===== src/hw/rtl/vpbc_pkg.sv =====
// Types, constants and tables of the video port and beam counter.
`timescale 1ns / 1ps
`default_nettype none
package vpbc_pkg;

  localparam int unsigned VramAw    = 14;
  localparam int unsigned CramAw    = 5;
  localparam int unsigned LineLen   = 342;
  localparam int unsigned ColTabN   = LineLen - 256;
  localparam int unsigned NumRegs   = 11;

  typedef enum logic [1:0] {
    MODE_TICK  = 2'd0,
    MODE_READ  = 2'd1,
    MODE_WRITE = 2'd2,
    MODE_POLL  = 2'd3
  } mode_e;

  localparam logic [1:0] CODE_VRAM_RD = 2'd0;
  localparam logic [1:0] CODE_VRAM_WR = 2'd1;
  localparam logic [1:0] CODE_REG     = 2'd2;
  localparam logic [1:0] CODE_CRAM    = 2'd3;

  localparam logic [1:0] HGT_192 = 2'd0;
  localparam logic [1:0] HGT_224 = 2'd1;
  localparam logic [1:0] HGT_240 = 2'd2;

  typedef logic [7:0] reg_file_t [NumRegs];

  localparam reg_file_t REG_RESET = '{
    8'h36, 8'h80, 8'hFF, 8'hFF, 8'hFF, 8'hFF, 8'hFB, 8'h00, 8'h00, 8'h00, 8'hFF
  };

  typedef struct packed {
    logic              vram_we;
    logic              cram_we;
    logic [VramAw-1:0] addr;
    logic [7:0]        wdata;
  } mem_req_t;

  typedef logic [7:0] col_tab_t [ColTabN];

  function automatic col_tab_t build_col_tab();
    col_tab_t    t;
    int unsigned c;
    int unsigned v;
    for (int unsigned k = 0; k < ColTabN; k++) begin
      c = k + 256;
      if (c < 271)      v = 8'h80 + ((c - 256) * 7) / 14;
      else if (c < 279) v = 8'h87 + ((c - 271) * 4) / 7;
      else if (c < 305) v = 8'h8B + ((c - 279) * 8'h62) / 25;
      else if (c < 307) v = 8'hED + (c - 305);
      else if (c < 321) v = 8'hEE + ((c - 307) * 7) / 13;
      else if (c < 329) v = 8'hF5 + ((c - 321) * 4) / 7;
      else              v = 8'hF9 + ((c - 329) * 6) / 12;
      t[k] = v[7:0];
    end
    return t;
  endfunction

  localparam col_tab_t COL_TAB = build_col_tab();

endpackage
`default_nettype wire


===== src/hw/rtl/vpbc_rem.sv =====
// Bit-serial remainder unit for the line interrupt divisibility test.
`timescale 1ns / 1ps
`default_nettype none
module vpbc_rem
  import vpbc_pkg::*;
(
  input  wire logic       clk_i,
  input  wire logic       rst_ni,
  input  wire logic       start_i,
  input  wire logic [8:0] dividend_i,
  input  wire logic [8:0] divisor_i,
  output logic            done_o,
  output logic            zero_o
);

  localparam logic [3:0] LastStep = 4'd8;

  logic       busy_q, busy_d;
  logic [3:0] cnt_q, cnt_d;
  logic [8:0] rem_q, rem_d;
  logic [8:0] dvd_q, dvd_d;
  logic [8:0] dvs_q, dvs_d;
  logic [9:0] trial;

  always_comb begin
    trial  = {rem_q, dvd_q[8]};
    busy_d = busy_q;
    cnt_d  = cnt_q;
    rem_d  = rem_q;
    dvd_d  = dvd_q;
    dvs_d  = dvs_q;
    if (start_i) begin
      busy_d = 1'b1;
      cnt_d  = '0;
      rem_d  = '0;
      dvd_d  = dividend_i;
      dvs_d  = divisor_i;
    end else if (busy_q) begin
      if (trial >= {1'b0, dvs_q}) begin
        rem_d = 9'(trial - {1'b0, dvs_q});
      end else begin
        rem_d = trial[8:0];
      end
      dvd_d = {dvd_q[7:0], 1'b0};
      cnt_d = cnt_q + 4'd1;
      if (cnt_q == LastStep) begin
        busy_d = 1'b0;
      end
    end
  end

  assign done_o = busy_q && (cnt_q == LastStep);
  assign zero_o = (rem_d == '0);

  always_ff @(posedge clk_i or negedge rst_ni) begin
    if (!rst_ni) begin
      busy_q <= 1'b0;
      cnt_q  <= '0;
    end else begin
      busy_q <= busy_d;
      cnt_q  <= cnt_d;
    end
  end

  always_ff @(posedge clk_i) begin
    rem_q <= rem_d;
    dvd_q <= dvd_d;
    dvs_q <= dvs_d;
  end

endmodule
`default_nettype wire


===== config.mk =====
export PLATFORM = sky130hd
export DESIGN_NAME = vpbc_rem
export DESIGN_NICKNAME = d
export VERILOG_FILES = /design/src/hw/rtl/vpbc_pkg.sv /design/src/hw/rtl/vpbc_rem.sv
export SDC_FILE = /design/constraint.sdc
export NUM_CORES = 1
export LEC_CHECK = 0
export ABC_AREA = 1
export BUFFER_PORTS_ARGS = -buffer_cell sky130_fd_sc_hd__buf_2
export CORE_MARGIN = 2
export CORE_UTILIZATION = 52
export DETAILED_ROUTE_END_ITERATION = 7
export PLACE_DENSITY = 0.71
export SLEW_MARGIN = 20
export SYNTH_ARGS = -nofsm -noshare
export SYNTH_HDL_FRONTEND = slang
export SYNTH_SLANG_ARGS = --single-unit

===== constraint.sdc =====
create_clock -name clk_i -period 2.5 [get_ports clk_i]
set_input_delay 0.5 -clock clk_i [delete_from_list [all_inputs] [get_ports clk_i]]
set_output_delay 0.5 -clock clk_i [all_outputs]
set_load 0.01 [all_outputs]

== Word-level counts from Yosys, hierarchy flattened ==
Index checks and enable logic that the tools add are counted.
Word-level totals
  bits in latches: 0
  memory bits (writable): 0
  logic and storage cells: 22
  memories: 0
  memory bits (read-only): 0
  output and inout bits: 2
  input bits: 21
  flip-flop bits (word level): 32
Cells by class
  $lt $le $gt $ge: 1
  multiplexer cells: 10
  reductions and logical operators: 3
  bitwise operators: 0
  equality and inequality tests: 1
  add/sub/neg operators: 2
  divide/modulo/power cells: 0
  multipliers: 0
  shift-type cells: 0
Operators by type and width (number)
  2-to-1 mux 9 bit: 5
  greater-or-equal comparator 10 x 9 -> 1 bit: 1
  zero test 9 bit: 1
  subtractor 9 bit: 1
  2-to-1 mux 4 bit: 2
  adder 4 x 1 -> 4 bit (second input constant): 1
  == test 4 bit (second input constant): 1
  2-to-1 mux 1 bit: 3
  nonzero test 2 bit: 1
  logical AND 1 bit: 1

== Logic depth before layout (Yosys ltp) ==
Gate-level depths: netlist of the first run.
  depth in word-level cells: 5
  depth in mapped cells: 17
  depth with buffers taken out: 17

== Worst setup path before layout of the first run ==
No wires, ideal clock.
  path type: reg2out
  start point: register dvd_q[8]
  end point: output zero_o
  path buffers: 0
  cell stages (with the launch flop): 18
  data required time: 2.000 ns
  data arrival time: 1.989 ns
  slack: 0.011 ns
  path through: edfxtp_1 -> inv_1 -> ha_1 -> inv_1 -> fa_1 -> nand2_1 -> nand2_1 -> nand3_2 -> nand2_2 -> nand2_4 -> nand2_8 -> nand2_1 -> nand3_1 -> nand2_1 -> nand2_1 -> nor2_1 -> nand2_1 -> nor2_1
On the way
  word-level cells in the longest chain between the ends: 5
RTL lines
  from (decl): line vpbc_rem.sv:21  | logic [8:0] dvd_q, dvd_d;
  from (signal assigned): line vpbc_rem.sv:67  | dvd_q <= dvd_d;
  subtractor 9 bit / greater-or-equal comparator 10 x 9 -> 1 bit (equally long branches): line vpbc_rem.sv:40, vpbc_rem.sv:39
  2-to-1 mux 9 bit *: line vpbc_rem.sv:39  | if (trial >= {1'b0, dvs_q}) begin
  2-to-1 mux 9 bit *: line vpbc_rem.sv:38  | end else if (busy_q) begin
  2-to-1 mux 9 bit *: line vpbc_rem.sv:32  | if (start_i) begin
  zero test 9 bit *: line vpbc_rem.sv:53  | assign zero_o = (rem_d == '0);
  to (decl): line vpbc_rem.sv:13  | output logic zero_o
Every way passes the cells marked *; elsewhere a longest branch is shown, timed or not.

== Final worst setup path of the first run ==
  start point: register dvd_q[8]
  end point: register rem_q[2]
On the way
  word-level cells in the longest chain between the ends: 4
RTL lines
  subtractor 9 bit / greater-or-equal comparator 10 x 9 -> 1 bit (equally long branches): line vpbc_rem.sv:40, vpbc_rem.sv:39
  2-to-1 mux 9 bit *: line vpbc_rem.sv:39
  2-to-1 mux 9 bit *: line vpbc_rem.sv:38
  2-to-1 mux 9 bit *: line vpbc_rem.sv:32
  via rem_d[2]: line vpbc_rem.sv:20  | logic [8:0] rem_q, rem_d;
  to (signal assigned): line vpbc_rem.sv:66  | rem_q <= rem_d;
  to (decl): line vpbc_rem.sv:20
Mark *: on every way through the listed nets, which the timed path passes. The rest lies on a longest branch.
A chain may end at the register's enable or synchronous reset.

==> results of run 1 <==
-- sequential cells by signal, summed over array words and instances (netlist names) --
| name | count |
|---|---|
| dvd_q | 9 |
| rem_q | 9 |
| busy_q | 1 |
| cnt_q | 4 |
| dvs_q | 9 |
-- cell usage in the layout (no fill, tap or decap), types with 4 or more instances in the layout --
master | Yosys | layout
nand2_1 | 76 | 69
inv_1 | 32 | 31
buf_4 | 0 | 31
nand3_1 | 24 | 22
buf_2 | 0 | 22
nor2_1 | 19 | 19
edfxtp_1 | 18 | 18
nand2_2 | 5 | 11
ha_1 | 11 | 10
dfxtp_1 | 9 | 9
a21oi_1 | 7 | 7
dfrtp_1 | 5 | 5
clkbuf_4 | 0 | 5
o21ai_0 | 4 | 4
-- through the flow --
| step | hold slack [ns] | power [mW] |
|---|---|---|
| finish | 0.337 | 2.25 |
| global route | 0.317 | 2.43 |
| CTS | 0.333 | 2.15 |
| detailed placement | 0.325 | 1.73 |
| global placement | 0.319 | 1.71 |
| floorplan | 0.204 | 1.39 |
-- metal layers --
layer	GRT usage [%]	wire [um]	vias to the layer above
met5	0	0	-
met4	10.6	176	0
met3	5.28	209	19
met2	38.9	2120	56
met1	28.5	1910	782
li1	-	-	877
-- cells in the mapped netlist, drive strengths merged --
master  instances  area share, %
a21oi           8            2.3
nor4            1           0.33
nand3          25            6.9
clkbuf          4           0.80
xor2            2           0.93
nand3b          2           0.80
nand2          83             18
and2            1           0.33
nor2           22            5.3
dfrtp           5            6.7
dfxtp           9            9.6
o21ai           5            1.3
nand4           2           0.67
xnor2           1           0.47
ha             11            7.3
nor3            1           0.53
edfxtp         18             29
o21a            1           0.40
inv            34            6.8
clkinv          1           0.20
fa              1            1.1
-- cell type report --
class | count | area (um2) | area share, %
clock buffer | 6 | 41.3 | 1.73
clock inverter | 2 | 11.3 | 0.471
inverter | 35 | 131 | 5.49
multi-input combinational | 167 | 941 | 39.3
sequential | 32 | 846 | 35.4
tap | 46 | 57.6 | 2.41
timing repair buffer | 55 | 364 | 15.2
-- critical path, cell delays in order, from the launching register on --
cell      delay [ns]
edfxtp_1        0.37
inv_1           0.08
ha_2            0.17
inv_2           0.04
fa_2            0.35
nand2_2         0.07
nand2_2         0.05
nand3_2         0.09
nand2_2         0.08
nand2_4         0.14
buf_4           0.15
nand3_1         0.10
nand3_2         0.09
nand2_2         0.07
buf_4           0.14
buf_4           0.12
buf_4           0.12
buf_4           0.12
buf_4           0.12
buf_4           0.12
buf_4           0.12
buf_4           0.12
buf_4           0.12
inv_1           0.04
-- path summary, 6_finish.rpt --
path / depth (start not counted) / from / slack [ns] / end
worst max-delay path: 23 / dvd_q[8] / -0.53 / rem_q[2]
worst min-delay path: 1 / divisor_i[4] / 0.34 / dvs_q[4]
worst max register to register: 23 / dvd_q[8] / -0.53 / rem_q[2]
worst min register to register: 1 / cnt_q[3] / 0.48 / cnt_q[3]
max in group asynchronous: 2 / rst_ni / 1.84 / cnt_q[0]
min in group asynchronous: 2 / rst_ni / 0.51 / cnt_q[1]
-- power breakdown --
part / internal, mW / switching (mW)
logic: 0.578 / 0.681
clock network: 0.107 / 0.176
registers: 0.641 / 0.0690
-- timing repair --
action / CTS / global route
hold buffers: 1 / 0
setup endpoints to repair: 1 / 2
gates cloned: 1 / 0
resized for setup: 6 / 9
hold endpoints to repair: 5 / 0
pin swaps: 10 / 12
setup buffers: 11 / 4
-- kinds of logic (layout without fill, tap and decap cells) --
| family | count (synthesis) | after routing |
|---|---|---|
| AND/OR/NAND/NOR | 137 | 138 |
| buffers and inverters | 39 | 98 |
| flip-flops | 32 | 32 |
| AO/OA/AOI/OAI | 14 | 14 |
| adder cells (fa/ha/maj) | 12 | 12 |
| XOR/XNOR | 3 | 3 |
==> summary.md, run 1 <==
| Metric | Value |
|---|---|
| Outcome | finished, violations left |
| Failing checks | negative setup slack |
| Cell area after layout | approximately 2400 um2 |
| Synth Area in Compound Gates | under 10% |
| Fill cells | slightly below 300 |
| Clk slew on worst S/H paths | ~0.090 ns |
| Setup-failing EPs final | 2 |
| CP required | 2.79 ns |
| CTS tree | done |
| Area Overhead vs Synth | 27.2% |
| Layout net count | between 300 and 400 |
| Worst-margin pin slew | between 0.3 and 0.4 ns |
| DRC | 0 |
| Final core occ | 70.0% |
| Highest Clock Rate | between 300 and 400 MHz |
| First-pass GRT wire length | approximately 7100 um |
| Skew-Pair Late Insertion Delay | approximately 0.34 ns |
| #FFs+latches synth | 32 |
| CP Class | reg -> reg |
| Placer Congestion | ~0.88 |
| Placed insts | 318 |
| Unrepaired setup endpoints after global routing | true |
| 1st-pass router iterations | 4 |
| Die area | between 4000 and 5000 um2 |
| Min Clock Period, post-route | 3.03 ns |
| Clock Path Buffers | 2 |
| Port Buffers | 22 |
| Layout Cells excl Fill | around 340 |
| Avg Cell Area, Syn | between 7 and 8 um2 |
| Slew Limit Fails | 0 |
| Post-Synth Adder-Cell Area | between 8 and 9% |
| Via density | 5.06 |
| Inserted Diodes | 0 |
| Die Width | between 60 and 70 um |
| DP Area | about 2200 um2 |
| Wire length per cell | approximately 13 um |
| Data arrival, critical path | around 3.3 ns |
| Synthesized instance count | about 240 |
| Final HPWL DP | between 3000 and 4000 um |
| Global route total overflow | 0 |
| Crit Path Max Fanout | 7 |
| All-Layer GR Usage | between 20% and 30% |
| Post-route ant nets | 0 |
| Die Y-Extent | about 64 um |
| # rows | 21 |
| Relative slew slack | between 70% and 80% |
| Min-delay worst type | in -> reg |
| Initial antenna violation count | 0 |
| Multiplexer area fraction after synthesis | 0% |
| Vias in the first global route | between 1500 and 2000 |
| Yosys cell types | 30 |
| Simple-Gate Fraction of Synth Area | around 33% |
| Sequential area share after synthesis | between 40% and 50% |
| Drt first-iter violations | between 70 and 80 |
| CTS buffer count | 5 |
| Layout cell share with drive strength beyond 1 | between 20 and 30% |
| Post-Syn Area | 1880 um2 |
| Clock skew | roughly 0.0088 ns |
| Core ar. | 3420 um2 |
| LEAKAGE | around 1.3 nW |
| Crit end category | flop |
| Startpoint types | flop |
| Maximum vdd drop | approximately 0.52 mV |
| Max-cap violations | 0 |
| Post-Route WL | approximately 4400 um |
| Clk root buf | clkbuf_4 |
| Fin crit share | 121% |
| Largest net degree at the start of global routing | 20 |
| Setup TNS | -1.05 ns |
| # clock sinks | 32 |
| Vias after detailed routing | 1734 |
| Final hold violations | 0 |
| Syn_nets | between 200 and 300 |
| Synth Area in XOR/XNOR | under 10% |
| Num ports | 23 |
| Pwr Density | 941 nW/um2 |
| Largest family of logic cells by synthesized area | simple AND/OR/NAND/NOR gates |
| Setup ws final | -0.535 ns |
| Initial Util | 55.1% |
| Dpl ws | -0.178 ns |
| Htree depth | 2 |
| Yosys synthesis warning count | 0 |
Power figures use the tool's default switching activity.
==> run 2: changes to the inputs <==
CORE_MARGIN = not set   (was 2)
CORE_UTILIZATION = 57   (was 52)
PLACE_DENSITY = 0.74   (was 0.71)
clock period = 3.3 ns   (was 2.5 ns; I/O delays follow)
==> summary.md, run 2 (synthesis results as in run 1) <==
| Metric | Value |
|---|---|
| Die area | 3530 um2 (-14%) |
| CP max stage delay | 0.39 ns (+0.02 ns) |
| Multi-input logic area | 946 um2 (+0.53%) |
| Post-Route WL | 3890 um (-12%) |
| Layout cell share with drive strength beyond 1 | 24.7% (-5.2 points) |
| Drt first-iter violations | 78 (-1.3%) |
| Placer Congestion | 0.863 (-1.7%) |
| Inserted Diodes | 0 (unchanged) |
| Highest Clock Rate | between 300 and 400 MHz |
| Crit Path Max Fanout | 8 (+1) |
| Worst-margin pin slew | 0.442 ns (+0.0635 ns) |
| LEAKAGE | 1.19 nW (-8.3%) |
| Layout net count | 303 (-7.9%) |
| Clock skew | 0.00846 ns (-0.000321 ns) |
| CP delay by family, top | simple AND/OR/NAND/NOR gates |
| CP required | 2.64 ns (-0.15 ns) |
| WP buf/inv | 4 (-9) |
| Pwr Density | 726 nW/um2 (-23%) |
| Fill cells | 277 (-4.8%) |
| Die Y-Extent | 59.4 um (-7.3%) |
| Fin crit share | between 90% and 100% |
| Port Buffers | 22 (unchanged) |
| Slew Limit Fails | 0 (unchanged) |
| Startpoint types | flop |
| Wire length per cell | 12.3 um (-4.1%) |
| Registers with the most flip-flops | dvd_q x9, dvs_q x9, rem_q x9 |
| Initial antenna violation count | 0 (unchanged) |
| Total power | 1.62 mW (-28%) |
| Vias in the first global route | 1352 (-17%) |
| Clk root buf | clkbuf_4 |
| Clock Path Buffers | 2 (unchanged) |
| Post-route ant nets | 0 (unchanged) |
| Relative slew slack | 70.4% (-4.3 points) |
| Placed insts | 300 (-5.7%) |
| Skew-Pair Late Insertion Delay | 0.35 ns (about the same) |
| Num ports | 23 (unchanged) |
| DRC | 0 (unchanged) |
| WHS | 0.101 ns (-0.236 ns) |
| Htree depth | 2 (unchanged) |
| Cell area after layout | 2230 um2 (-6.7%) |
| Setup TNS | 0 ns (+1.05 ns) |
| Setup ws final | 0.0738 ns (+0.609 ns) |
| Slowest stage cell, crit path | edfxtp_1 |
| Reg area | 846 um2 (unchanged) |
| Min-delay worst type | in -> async |
| Global route total overflow | 0 (unchanged) |
| Clk slew on worst S/H paths | 0.11 ns (+0.02 ns) |
| CTS tree | done |
| Die Width | 59.4 um (-7.3%) |
| # rows | 20 (-4.8%) |
| Setup-failing EPs final | 0 (-2) |
| CTS buffer count | 5 (unchanged) |
| Core ar. | 3100 um2 (-9.2%) |
| Most common library cell in the layout ignoring fill and taps | nand2_1 |
| Via density | 5.05 (-0.15%) |
| All-Layer GR Usage | 24.1% (+0.81 points) |
| Cell chain of the critical path | inv_2 > ha_4 > inv_4 > fa_2 > nand2_2 > nand2_2 > nand3_2 > nand2_2 > nand2_4 > buf_6 > nand3_1 > nand3_1 > nand2_1 > nor2_1 > nand3_1 > nor2_1 > buf_2 |
| Largest net degree at the start of global routing | 23 (+15%) |
| Final hold violations | 0 (unchanged) |
| Area Overhead vs Synth | 18.6% |
| Min Clock Period, post-route | ~3.2 ns |
| 1st-pass router iterations | 4 (unchanged) |
| Most frequent cells in the layout | 70 x nand2_1, 30 x inv_1, 22 x nand3_1, 22 x buf_2, 19 x nor2_1 |
| Final core occ | 71.9% (+1.9 points) |
| CP Class | reg -> out |
| CTS Hold Buffers Added | 0 (-1) |
| Maximum vdd drop | 0.549 mV (+5.1%) |
| Final HPWL DP | 2860 um (-9.4%) |
| DP Area | 2040 um2 (-5.7%) |
| Initial Util | 60.6% (+5.5 points) |
| Unrepaired setup endpoints after global routing | true |
| Max-cap violations | 0 (unchanged) |
| First-pass GRT wire length | 5950 um (-17%) |
| Data arrival, critical path | 2.57 ns (-0.75 ns) |
| Vias after detailed routing | 1590 (-8.3%) |
| Dpl ws | 0.426 ns (+0.604 ns) |
| # clock sinks | 32 (unchanged) |
| Outcome | finished, final reports clean |
| Crit end category | primary output |
| Layout Cells excl Fill | 315 (-8.2%) |
-- run 2: routing by layer --
metal / wire length (um) / track usage (%)
met3: 213 / 6.77
met1: 1860 / 34.0
met2: 1740 / 34.5
met5: 0 / 0
met4: 71 / 10.2
-- run 2: final cells by class --
class | count | share of cell area (%)
Clock buffer | 5 | 1.68
Multi-Input combinational cell | 167 | 42.4
Tap cell | 44 | 2.47
Timing Repair Buffer | 29 | 7.63
Clock inverter | 3 | 1.91
Sequential cell | 32 | 37.9
Inverter | 35 | 6.00
-- run 2: timing repair --
action / in CTS / in global routing
setup endpoints to repair: 0 / 1
buffers inserted: 0 / 6
gates resized for setup: 0 / 18
-- run 2: final timing paths --
path | from | to | slack, ns | cells after the start
hold / removal | rst_ni | busy_q | 0.10 | 1
setup reg to reg | dvd_q[8] | rem_q[6] | 1.26 | 14
max in group asynchronous | rst_ni | cnt_q[0] | 3.07 | 1
min in group clk_i | divisor_i[0] | dvs_q[0] | 0.48 | 1
hold reg to reg | cnt_q[3] | cnt_q[3] | 0.50 | 1
setup / recovery | dvd_q[8] | zero_o | 0.07 | 17
-- run 2: power breakdown --
part | switching (mW) | total (mW) | internal [mW]
clock | 0.142 | 0.299 | 0.158
sequential | 0.0503 | 0.536 | 0.486
combinational | 0.466 | 0.783 | 0.317
==> run 3: changes to the inputs <==
CORE_UTILIZATION = 45   (was 57)
PLACE_DENSITY = 0.6   (was 0.74)
==> summary.md, run 3 (synthesis results as in run 1) <==
| Metric | Value |
|---|---|
| Outcome | finished, final reports clean |
| Clk root buf | clkbuf_8 |
| Dpl ws | 0.423 ns (-0.00276 ns) |
| DP Area | 2050 um2 (+0.37%) |
| Fin crit share | 95.1% (-2.7 points) |
| Clock skew | 0.00956 ns (+0.00110 ns) |
| Die Y-Extent | 66.6 um (+12%) |
| Clock Path Buffers | 2 (unchanged) |
| Min-delay worst type | in -> async |
| Drt first-iter violations | 87 (+12%) |
| Slew Limit Fails | 0 (unchanged) |
| CTS tree | done |
| Highest Clock Rate | 319 MHz (+2.8%) |
| Data arrival, critical path | 2.48 ns (-0.09 ns) |
| CP required | 2.64 ns (about the same) |
| Core ar. | 4000 um2 (+29%) |
| Initial Util | 47.0% (-14 points) |
| Registers with the most flip-flops | dvd_q x9, dvs_q x9, rem_q x9 |
| Placed insts | 306 (+2.0%) |
| Worst reg2reg path endpoint | rem_q[2] |
| Die area | 4440 um2 (+26%) |
| LEAKAGE | 1.16 nW (-2.0%) |
| Post-Route WL | 3910 um (+0.49%) |
| # rows | 23 (+15%) |
| Relative slew slack | 65.1% (-5.4 points) |
| Final core occ | 55.5% (-16 points) |
| Worst R2R Start | dvd_q[8] |
| Setup-failing EPs final | 0 (unchanged) |
| Most frequent cells in the layout | 75 x nand2_1, 30 x inv_1, 24 x nand3_1, 22 x buf_2 |
| Setup TNS | 0 ns (unchanged) |
| Initial antenna violation count | 0 (unchanged) |
| Most common library cell in the layout ignoring fill and taps | nand2_1 |
| Htree depth | 2 (unchanged) |
| Port Buffers | 22 (unchanged) |
| Area Overhead vs Synth | 18.0% |
| Layout Cells excl Fill | 320 (+1.6%) |
| CP Class | reg -> out |
| Num ports | 23 (unchanged) |
| Largest net degree at the start of global routing | 20 (-13%) |
| Max-cap violations | 0 (unchanged) |
| Min Clock Period, post-route | 3.14 ns (-0.0884 ns) |
| CTS Hold Buffers Added | 0 (unchanged) |
| Vias in the first global route | 1305 (-3.5%) |
| Crit Path Max Fanout | 6 (-2) |
| Unrepaired setup endpoints after global routing | false |
| Global route total overflow | 0 (unchanged) |
| Die Width | 66.6 um (+12%) |
| Crit end category | primary output |
| Fill cells | 392 (+42%) |
| Cell area after layout | 2220 um2 (-0.50%) |
| 1st-pass router iterations | 4 (unchanged) |
| Pwr Density | 727 nW/um2 (+0.22%) |
| Layout cell share with drive strength beyond 1 | 21.5% (-3.2 points) |
| Skew-Pair Late Insertion Delay | 0.29 ns (-0.06 ns) |
| Reg area | 846 um2 (unchanged) |
| Multi-input logic area | 938 um2 (-0.79%) |
| Worst-margin pin slew | 0.521 ns (+0.0791 ns) |
| R2R setup slack | 1.32 ns (+0.06 ns) |
| # clock sinks | 32 (unchanged) |
| Vias after detailed routing | 1544 (-2.9%) |
| CTS buffer count | 5 (unchanged) |
| Inserted Diodes | 0 (unchanged) |
| First-pass GRT wire length | 6020 um (+1.2%) |
| Setup ws final | 0.162 ns (+0.0884 ns) |
| Final hold violations | 0 (unchanged) |
| Placer Congestion | 0.892 (+3.3%) |
| Cell depth of the worst flop-to-flop path | 15 (+1) |
| Clk slew on worst S/H paths | 0.07 ns (-0.04 ns) |
| Post-route ant nets | 0 (unchanged) |
| Final HPWL DP | 2860 um (about the same) |
| All-Layer GR Usage | 19.2% (-4.9 points) |
| Maximum vdd drop | 0.298 mV (-46%) |
| DRC | 0 (unchanged) |
| Via density | 4.83 (-4.4%) |
| Wire length per cell | 12.2 um (-1.1%) |
| Startpoint types | flop |
| Layout net count | 302 (-0.33%) |
run 3: worst max-delay path by stage:
stage | from | endpoint | slack (ns) | cells past startpoint
2_1_floorplan | dvd_q[8] | zero_o | 0.65 | 17
3_3_place_gp | dvd_q[8] | zero_o | 0.47 | 18
3_5_place_dp | dvd_q[8] | zero_o | 0.42 | 18
4_1_cts | dvd_q[8] | zero_o | 0.1 | 18
5_1_grt | dvd_q[8] | zero_o | 0.009 | 17
6_report | dvs_q[6] | zero_o | 0.16 | 14
run 3: critical path, stage by stage (launching register included):
cell	delay, ns
edfxtp_1	0.32
inv_1	0.06
ha_1	0.38
nand2_2	0.11
nor3_2	0.41
nand2_8	0.13
nand2_8	0.09
buf_4	0.10
nand2_1	0.04
nand3_1	0.06
nand2_1	0.09
nor2_2	0.13
nand2_1	0.06
nor2_1	0.09
buf_2	0.13
run 3: cell type report:
cell class                      instances  share of cell area [%]
Timing Repair Buffer                   27                    6.65
Clock buffer                            7                    3.89
Inverter                               35                    5.92
Multi-Input combinational cell        168                    42.3
Clock inverter                          1                   0.338
Sequential cell                        32                    38.1
Tap cell                               50                    2.82
run 3: where the power goes:
group | internal [mW] | total (mW) | switching, mW
sequential | 0.486 | 0.534 | 0.0478
clock | 0.169 | 0.319 | 0.150
combinational | 0.301 | 0.761 | 0.460
run 3: repair_timing:
action | in CTS | in global routing
buffers inserted | 0 | 4
setup endpoints to repair | 0 | 1
resized for setup | 0 | 9
run 3: through the flow:
step,hold slack [ns],power [mW]
finish,0.178,1.61
global route,0.170,1.73
CTS,0.175,1.53
detailed placement,0.485,1.21
global placement,0.452,1.21
floorplan,0.364,1.05
run 3: per-layer routing:
metal,wire length (um),vias to the layer above,track usage (%)
met3,199,6,5.82
met1,1900,677,24.9
met5,0,-,0
met4,62,0,7.18
met2,1750,35,29.7
li1,-,826,-
